### config.mk
export PLATFORM = sky130hd
export DESIGN_NAME = rccm_fifo
export DESIGN_NICKNAME = d
export VERILOG_FILES = /design/src/rtl/rccm_pkg.sv /design/src/rtl/rccm_fifo.sv
export SDC_FILE = /design/constraint.sdc
export NUM_CORES = 1
export LEC_CHECK = 0
export BUFFER_PORTS_ARGS = -buffer_cell sky130_fd_sc_hd__clkbuf_2
export CAP_MARGIN = 30
export CORE_AREA = 2 2 65 74
export DETAILED_ROUTE_END_ITERATION = 10
export DIE_AREA = 0 0 67 76
export GPL_TIMING_DRIVEN = 0
export PLACE_DENSITY = 0.88
export SYNTH_ARGS = -nofsm -noshare
export SYNTH_HDL_FRONTEND = slang
export SYNTH_SLANG_ARGS = --single-unit
### constraint.sdc
create_clock -name i_clk -period 5 [get_ports i_clk]
set_input_delay 0.75 -clock i_clk [delete_from_list [all_inputs] [get_ports i_clk]]
set_output_delay 0.75 -clock i_clk [all_outputs]
set_load 0.02 [all_outputs]
### src/rtl/rccm_pkg.sv
// ---------------------------------------------------------------------------
// rccm_pkg: shared types and constants of the RC charge capacitance meter
// Item and result payloads, configuration set, command queue entries,
// register indexes and the fixed-point constants of the measurement.
// ---------------------------------------------------------------------------
package rccm_pkg;

    // parameter defaults
    localparam int STORE_DEPTH_DEF   = 16384;
    localparam int CHANNEL_COUNT_DEF = 7;

    // configuration port
    localparam int CFG_ADDR_W = 3;
    localparam int CFG_DATA_W = 20;

    localparam logic [CFG_ADDR_W-1:0] REG_LOW_TH    = 3'd0;
    localparam logic [CFG_ADDR_W-1:0] REG_MIN_SAMP  = 3'd1;
    localparam logic [CFG_ADDR_W-1:0] REG_STRIDE    = 3'd2;
    localparam logic [CFG_ADDR_W-1:0] REG_VREF      = 3'd3;
    localparam logic [CFG_ADDR_W-1:0] REG_VFINAL    = 3'd4;
    localparam logic [CFG_ADDR_W-1:0] REG_RES       = 3'd5;
    localparam logic [CFG_ADDR_W-1:0] REG_RATE      = 3'd6;

    // input operation codes
    localparam logic [1:0] OP_SAMPLE     = 2'd0;
    localparam logic [1:0] OP_OVER_HIGH  = 2'd1;
    localparam logic [1:0] OP_BELOW_LOW  = 2'd2;

    // result kinds
    localparam logic KIND_PIN  = 1'b0;
    localparam logic KIND_MEAS = 1'b1;

    // shared divider: divisor width and quotient width
    localparam int DIVISOR_W = 61;
    localparam int QUOT_W    = 32;

    // 10^12 split into two 20-bit halves
    localparam logic [19:0] TERA_LO = 20'h51000;
    localparam logic [19:0] TERA_HI = 20'hE8D4A;

    // ln(2) in Q0.32
    localparam logic [31:0] LN2_Q32 = 32'd2977044472;

    // command queue depth
    localparam int CMDQ_DEPTH = 4;

    typedef struct packed {
        logic [1:0]  operation;
        logic [11:0] sample_code;
        logic [3:0]  channel_number;
    } t_item;

    typedef struct packed {
        logic        result_kind;
        logic        discharge_drive;
        logic [31:0] capacitance_ff;
        logic        measurement_valid;
        logic [14:0] run_length;
    } t_result;

    typedef struct packed {
        logic [11:0] low_threshold;
        logic [14:0] min_samples;
        logic [10:0] sample_stride;
        logic [12:0] vref_mv;
        logic [12:0] vfinal_mv;
        logic [19:0] resistance_kohm;
        logic [19:0] sample_rate_hz;
    } t_cfg;

    typedef enum logic [1:0] {
        CMD_SAMPLE,
        CMD_OVER_HIGH,
        CMD_BELOW_LOW
    } t_cmd_kind;

    typedef struct packed {
        t_cmd_kind   kind;
        logic [11:0] code;
    } t_cmd;

    typedef enum logic [4:0] {
        S_IDLE,
        S_M_INIT,
        S_M_NUM,
        S_M_LOOP,
        S_M_RD1,
        S_M_RD2,
        S_M_CHK,
        S_M_DIVA,
        S_M_NORM,
        S_M_SQ,
        S_M_SQN,
        S_M_LN,
        S_M_LN2,
        S_M_DEN,
        S_M_DIVC,
        S_M_NEXT,
        S_M_MEAN,
        S_M_DIVM,
        S_M_DONE
    } t_back_state;

endpackage

### src/rtl/rccm_fifo.sv
// ---------------------------------------------------------------------------
// rccm_fifo: command queue between front and back
// Small register queue that lets the input side run on while the back
// end measures.
// ---------------------------------------------------------------------------
module rccm_fifo (
    input  logic           i_clk,
    input  logic           i_rst_n,
    input  logic           i_push,
    input  rccm_pkg::t_cmd i_data,
    output logic           o_full,
    input  logic           i_pop,
    output rccm_pkg::t_cmd o_data,
    output logic           o_valid
);
    import rccm_pkg::*;

    localparam int PW = $clog2(CMDQ_DEPTH);

    t_cmd            r_mem [CMDQ_DEPTH];
    logic [PW-1:0]   r_wp;
    logic [PW-1:0]   r_rp;
    logic [PW:0]     r_level;
    logic            do_push;
    logic            do_pop;

    assign o_full  = r_level == (PW+1)'(CMDQ_DEPTH);
    assign o_valid = r_level != '0;
    assign o_data  = r_mem[r_rp];
    assign do_push = i_push && !o_full;
    assign do_pop  = i_pop && o_valid;

    // pointers and fill level
    always_ff @(posedge i_clk) begin
        if (!i_rst_n) begin
            r_wp    <= '0;
            r_rp    <= '0;
            r_level <= '0;
        end else begin
            if (do_push) r_wp <= r_wp + 1'b1;
            if (do_pop)  r_rp <= r_rp + 1'b1;
            if (do_push && !do_pop)      r_level <= r_level + 1'b1;
            else if (do_pop && !do_push) r_level <= r_level - 1'b1;
        end
    end

    // entry storage
    always_ff @(posedge i_clk) begin
        if (do_push) r_mem[r_wp] <= i_data;
    end

    a_level_up: assert property (@(posedge i_clk) disable iff (!i_rst_n)
        (i_push && !o_full && !(i_pop && o_valid)) |=>
            r_level == $past(r_level) + 1'b1)
        else $error("queue level did not grow on push");

endmodule

; Yosys cells after proc, flatten, opt, wreduce, memory -nomap -nowiden
; Memories as Yosys holds them, arrays and structs flattened. A register that Yosys moved wholly into a read port is not among the register bits.
; Cells that the tools add are included.
[word_totals]
wordCells = 24
output_inout_bits = 16
reg_bits = 7
ramBits = 56
n_memories = 1
[mem_list]
columns = memory, depth, word_bits, rd, rd_clocked_by_memory_dff, wr, line_no
row1 = r_mem, 4, 14, 1, 1, 1, rccm_fifo.sv:20  ; t_cmd r_mem [CMDQ_DEPTH];
[op_classes]
mux = 6
n_addsub = 4
n_reduce_logical = 9
eq_ne = 1
[ops]
columns = op, n
row1 = two-way mux 3 bit, 2
row2 = adder 2 x 1 -> 2 bit (second input constant), 2
row3 = logical AND 1 bit, 4
row4 = two-way mux 2 bit, 2
row5 = adder 3 x 1 -> 3 bit (second input constant), 1
row6 = equality test 3 bit (second input constant), 1
row7 = zero test 1 bit, 3
row8 = nonzero test 3 bit, 1
row9 = subtractor 3 x 1 -> 3 bit (second input constant), 1
row10 = two-way mux 1 bit, 2
row11 = nonzero test 2 bit, 1

; Depth between registers and ports, before layout
; Gate-level depths: netlist of run 1.
[logic_depth]
depth_word = 7
mapped_depth = 9

; Worst setup path before layout of run 1
; OpenSTA, ideal clock, no wires.
[synth_path]
kind = in2reg
from = input i_push
to = register r_level[2]
arrival_time_ns = 2.161
setup_slack_ns = 2.769
n_path_buf = 1
t_required_ns = 4.930
cell_stages = 8
cell_sequence = nor2b_1 buf_6 ha_1 inv_1 fa_1 xor2_1 or3_1 a21boi_1
[synth_between]
elab_chain_len = 4
elab_cells_between_ends = 6
classes_between = mux (1) / reduce/logical (5)
[synth_lines]
columns = item, line_no
row1 = from (decl), rccm_fifo.sv:9  ; input logic i_push,
row2 = logical AND 1 bit (*), rccm_fifo.sv:30  ; assign do_push = i_push && !o_full;
row3 = named net do_push, rccm_fifo.sv:24  ; logic do_push;
row4 = zero test 1 bit, rccm_fifo.sv:43  ; else if (do_pop && !do_push) r_level <= r_level - 1'b1;
row5 = logical AND 1 bit, rccm_fifo.sv:43
row6 = nonzero test 2 bit (no line), --
row7 = to (signal assigned), rccm_fifo.sv:42  ; if (do_push && !do_pop) r_level <= r_level + 1'b1;
row8 = to (signal assigned), rccm_fifo.sv:43
row9 = to (decl), rccm_fifo.sv:23  ; logic [PW:0] r_level;
; Mark *: on every way through the listed nets, which the timed path passes. The rest lies on a longest branch.
; A chain may end at the register's enable or synchronous reset.

==> run summary, run 1 <==
CP Launch Type: register
Post-Syn Nets: 145
Util after Layout: 68.1%
DP Wirelength: 2.70 mm
worst setup path class: reg -> out
# Post-CTS Setup Buffers: 0
CTS tree: yes
Power Dens Cells: 563 mW/mm^2
pin count of the biggest net entering global routing: 15
H-tree level count: 3
Syn. warnings: 0
Max IR drop VDD: 0.311 mV
worst-skew pair later-pin latency: 330 ps
vias: 1,207
syn_area_per_cell: 20.9 sq um
CP Max Fanout: 10
maxcap violations: 0
final worst-path setup slack: 2610 ps
Worst path slowest cell: mux4_2
min-delay worst type: reg -> reg
cell area after layout: 0.00301 sq mm
io pins: 34
final hold vios: 0
TritonCTS Sinks: 65
most frequent cells in the layout: edfxtp_1 (56), clkbuf_2 (32), mux4_2 (14), dfxtp_1 (9), clkbuf_8 (9)
Leak: 1.09 nW
first-pass GRT wire length: 6.34 mm
ANT nets after route: 0
fin crit share: 47.9%
outcome: finished clean
Port Buffers: 32
Starting DRT DRC Count: 59
CP peak stage delay: 530 ps
Yosys cell types: 22
Die Y: 76 microns
fraction of layout cells with a size suffix above 1: 39.6%
Via-to-Cell Ratio: 5.36
Initial Util: 57.0%
Nets: 188
CP required: 4250 ps
Layout Skew: 11.1 ps
Inst Count DP: 209
element type at the critical path end: output port
initial antenna violation count: 0
routed length per instance: 17.4 microns
FP Rows: 26
WL final: 3.92 mm
Total GRT Usage: 17.7%
crit path cell chain: buf_6 -> buf_12 -> mux4_2 -> clkbuf_2
Slew Limit Fails: 0
Inserted Diodes: 0
CTS max path bufs: 2
worst endpoint data arrival time: 1640 ps
# setup viols final: 0
area delta synth->final: 19.3%
Die Area: 0.00509 sq mm
relative slew slack: 50.7%
RSZ-0062 raised after global routing: no
vias in the first global route: 1,341
TNS Setup: 0 ps
DR pass1 iterations: 4
pre-CTS setup slack: 2540 ps
CTS Root Cell: clkbuf_8
Seq/Total Area, Yosys: 73.8%
Pwr Total: 1.69 mW
Final min period: 2390 ps
aggregate global routing overflow: 0
Die Width: 67 microns
synthesis-stage register bit count: 65
Post-Syn Instances: 121
CTS clk-pin slew, worst paths: 70 ps
Synth Cell Area: 0.00252 sq mm
commonest non-fill, non-tap cell in the layout: edfxtp_1
clock buffer count from CTS: 9
Max Freq: 0.418 GHz
gpl congestion: 0.662
slew at the pin closest to its max-slew limit: 740 ps
post_cts resized: 0
# DRC: 0
core area: 0.00442 sq mm
final cell count without fillers: 225
placed cell areas: 0.00275 sq mm
Fill cells: 309
Crit path max-delay family: multiplexers
buffers plus inverters on the worst setup path: 3
Hold WS: 506 ps
hold_buf cts: 0
## flip-flops by register name (all words and copies together), names as in the netlist, named ones only
signal,flops
r_level,3
r_mem,56
r_rp,2
r_wp,2
## layout make-up
class	instances	area, sq um	share of cell area (%)
Buffer	5	51.3	1.70
Tap cell	56	70.1	2.33
Sequential cell	65	1860	61.8
Multi-Input combinational cell	48	599	19.9
Clock inverter	6	130	4.32
Inverter	3	11.3	0.374
Timing Repair Buffer	32	160	5.32
Clock buffer	10	128	4.24
## per-layer routing
| metal | vias up | GRT usage [%] | part of all wire [%] |
|---|---|---|---|
| li1 | 560 | - | - |
| met1 | 595 | 20.7 | 37 |
| met2 | 43 | 28.4 | 55 |
| met3 | 9 | 6.20 | 5.7 |
| met4 | 0 | 8.78 | 1.9 |
| met5 | - | 0 | 0 |
## synth_stat cells
cell	number	area, sq um
edfxtp_1	56	1680
mux4_2	14	315
dfxtp_1	9	180
and2_1	8	50.1
ha_1	5	62.6
nand2_1	4	15.0
inv_1	3	11.3
mux2i_1	3	30.0
xnor2_1	3	26.3
buf_6	2	22.5
nor2b_1	2	12.5
or3_1	2	12.5
a21boi_1	1	7.51
buf_12	1	20.0
buf_2	1	5.00
clkbuf_1	1	3.75
fa_1	1	20.0
nor3b_2	1	12.5
o21ai_0	1	5.00
o311ai_1	1	8.76
o31ai_2	1	12.5
xor2_1	1	8.76
## power by group
part           leakage (nW)  switching [mW]  internal [mW]  total, mW
Sequential            0.587          0.0376          0.664      0.702
Clock                 0.130           0.178          0.380      0.558
Combinational         0.369           0.230          0.204      0.434
## final timing paths
check | slack [ps] | from | end | cells past startpoint
worst max-delay path | 2610 | register | o_data[1] | 4
worst min-delay path | 510 | r_wp[1] | r_wp[1] | 2
worst max register to register | 2810 | r_level[0] | r_level[2] | 9
worst min register to register | 510 | r_wp[1] | r_wp[1] | 2
## worst min-delay path: cells and delay by family, from the launching register on
family        cells  cell delay [ps]
flops             1              340
simple gates      1               70
mux               1               50
## cells by family after synthesis
logic type / count (synthesis) / share of synthesized area, %
AND/OR/NAND/NOR: 17 / 4.07
buffers and inverters: 8 / 2.48
adder cells (fa/ha/maj): 6 / 3.27
XOR/XNOR: 4 / 1.39
AO/OA/AOI/OAI: 4 / 1.34
multiplexers: 17 / 13.7
flip-flops: 65 / 73.8
Note: power is estimated with default switching activity, not from simulation.
==> inputs of run 2 (changes only) <==
Settings changed: CORE_AREA 2 2 65 74 to 2 2 71 79, DIE_AREA 0 0 67 76 to 0 0 73 81, PLACE_DENSITY 0.88 to 0.81.
Clock period 5 ns to 2.1 ns, I/O delays scaled along.
==> run 2 against run 1 <==
Effect of this change:
- design area decreased by 0.75%
- worst hold slack worse by 310 ps
- via count shrank 1.3%
- first-iteration DRC count up 71%
- largest cell class unchanged
- die area increased by 16%
==> run summary, run 2 (synthesis results as in run 1) <==
DP Wirelength: 2.63 mm (-2.6%)
FP Rows: 28 (+7.7%)
worst setup path class: reg -> reg
Max IR drop VDD: 0.811 mV (+160%)
routed length per instance: 17.2 microns (-1.1%)
aggregate global routing overflow: 0 (unchanged)
vias in the first global route: 1,276 (-4.8%)
first-pass GRT wire length: 5.96 mm (-6.0%)
worst endpoint data arrival time: 2290 ps (+650 ps)
CTS Root Cell: clkbuf_8
maxcap violations: 0 (unchanged)
Initial Util: 48.3% (-8.7 points)
# DRC: 0 (unchanged)
Starting DRT DRC Count: 101 (+71%)
RSZ-0062 raised after global routing: yes
Largest register FFs: 56 (unchanged)
Final min period: 2030 ps
Comb power frac: 28.4% (+2.8 points)
Psw: 1.07 mW (+140%)
io pins: 34 (unchanged)
WL final: 3.96 mm (+1.1%)
DR pass1 iterations: 4 (unchanged)
Die Width: 73 microns (+9.0%)
Power Dens Cells: 1250 mW/mm^2 (+120%)
Die Y: 81 microns (+6.6%)
CTS clk-pin slew, worst paths: 70 ps (about the same)
outcome: finished clean
crit path cell chain: nor3b_2 -> nor2b_1 -> buf_6 -> ha_4 -> inv_1 -> fa_2 -> xor2_1 -> or3_1 -> a21boi_1
CP peak stage delay: 360 ps (-170 ps)
Die Area: 0.00591 sq mm (+16%)
Layout Skew: 9.96 ps (-1.16 ps)
Switching Share: 28.7% (+2.3 points)
fraction of layout cells with a size suffix above 1: 42.4% (+2.7 points)
# setup viols final: 0 (unchanged)
slew at the pin closest to its max-slew limit: 732 ps (-8.58 ps)
CP Launch Type: register
area delta synth->final: 18.4%
most frequent cells in the layout: edfxtp_1 (56), clkbuf_2 (32), mux4_2 (14), clkbuf_8 (10), and2_1 (8)
biggest regs: r_mem: 56 flops, r_level: 3 flops
Util after Layout: 57.3% (-11 points)
CTS max path bufs: 2 (unchanged)
gpl congestion: 0.797 (+20%)
Seq pwr share: 44.9% (+3.5 points)
relative slew slack: 51.2% (+0.57 points)
min-delay worst type: in -> reg
Inserted Diodes: 0 (unchanged)
Total GRT Usage: 14.6% (-3.1 points)
ANT nets after route: 0 (unchanged)
element type at the critical path end: register
CTS tree: yes
final hold vios: 0 (unchanged)
Via-to-Cell Ratio: 5.18 (-3.5%)
cell area after layout: 0.00299 sq mm (-0.75%)
TritonCTS Sinks: 65 (unchanged)
Top reg by flops: r_mem
buffers plus inverters on the worst setup path: 2 (-1)
clock buffer count from CTS: 9 (unchanged)
initial antenna violation count: 0 (unchanged)
Leak: 1.06 nW (-2.1%)
internal power: 2.67 mW (+110%)
Port Buffers: 32 (unchanged)
Nets: 189 (+0.53%)
Max Freq: 0.492 GHz
worst-skew pair later-pin latency: 340 ps (about the same)
Crit path max-delay family: simple AND/OR/NAND/NOR gates
pin count of the biggest net entering global routing: 15 (unchanged)
placed cell areas: 0.00276 sq mm (+0.18%)
H-tree level count: 3 (unchanged)
fin crit share: 96.8%
clock share of power: 26.8% (-6.2 points)
vias: 1,191 (-1.3%)
CP Max Fanout: 6 (-4)
core area: 0.00522 sq mm (+18%)
Slew Limit Fails: 0 (unchanged)
Worst path slowest cell: dfxtp_4
commonest non-fill, non-tap cell in the layout: edfxtp_1
CP required: 2350 ps (-1900 ps)
[run 2: area by class of cell]
type	count	area, sq um
tap	60	75.1
fill	391	2230
timing repair buffer	33	168
clock inverter	4	45.0
sequential	65	1870
multi-input combinational	48	623
inverter	3	11.3
buffer	5	51.3
clock buffer	12	145
[run 2: final timing paths]
check	slack (ps)	end	cells past startpoint	from
worst max-delay path	70	r_level[2]	9	r_level[2]
worst min-delay path	200	r_mem[0][4]	1	i_data[4]
worst max register to register	70	r_level[2]	9	r_level[2]
worst min register to register	510	r_wp[1]	2	r_wp[1]
[run 2: power groups by stage]
stage               registers, mW  clock network, mW  logic [mW]
global route                 1.70               1.08        1.16
detailed placement           1.70                  0        1.05
finish                       1.68               1.00        1.06
CTS                          1.67               1.04        1.06
global placement             1.68                  0        1.02
floorplan                    1.67                  0       0.786
[run 2: metal layers]
layer | wire length, microns | vias to the layer above | global-route usage [%]
met1 | 1530 | 584 | 14.7
met3 | 238 | 7 | 5.46
met4 | 68 | 0 | 9.44
met5 | 0 | - | 0
met2 | 2120 | 35 | 25.1
li1 | - | 565 | -
[run 2: what timing repair did]
action	4_1_cts	5_1_grt
buffers inserted	0	1
endpoints found under the setup margin	1	1
resized for setup	5	4
pin swaps	1	2
hold buffers	0	0
[run 2: stage by stage]
step | std cells | hold slack [ps] | worst slack (ps) | power, mW | setup TNS, ps
3_3_place_gp | 213 | 475 | 43.0 | 2.70 | 0
3_5_place_dp | 213 | 510 | -123 | 2.75 | -123
4_1_cts | 229 | 179 | 26.3 | 3.77 | 0
6_report | 230 | 197 | 67.8 | 3.75 | 0
5_1_grt | 230 | 183 | -44.3 | 3.94 | -44.3
2_1_floorplan | 121 | 414 | 37.9 | 2.46 | 0
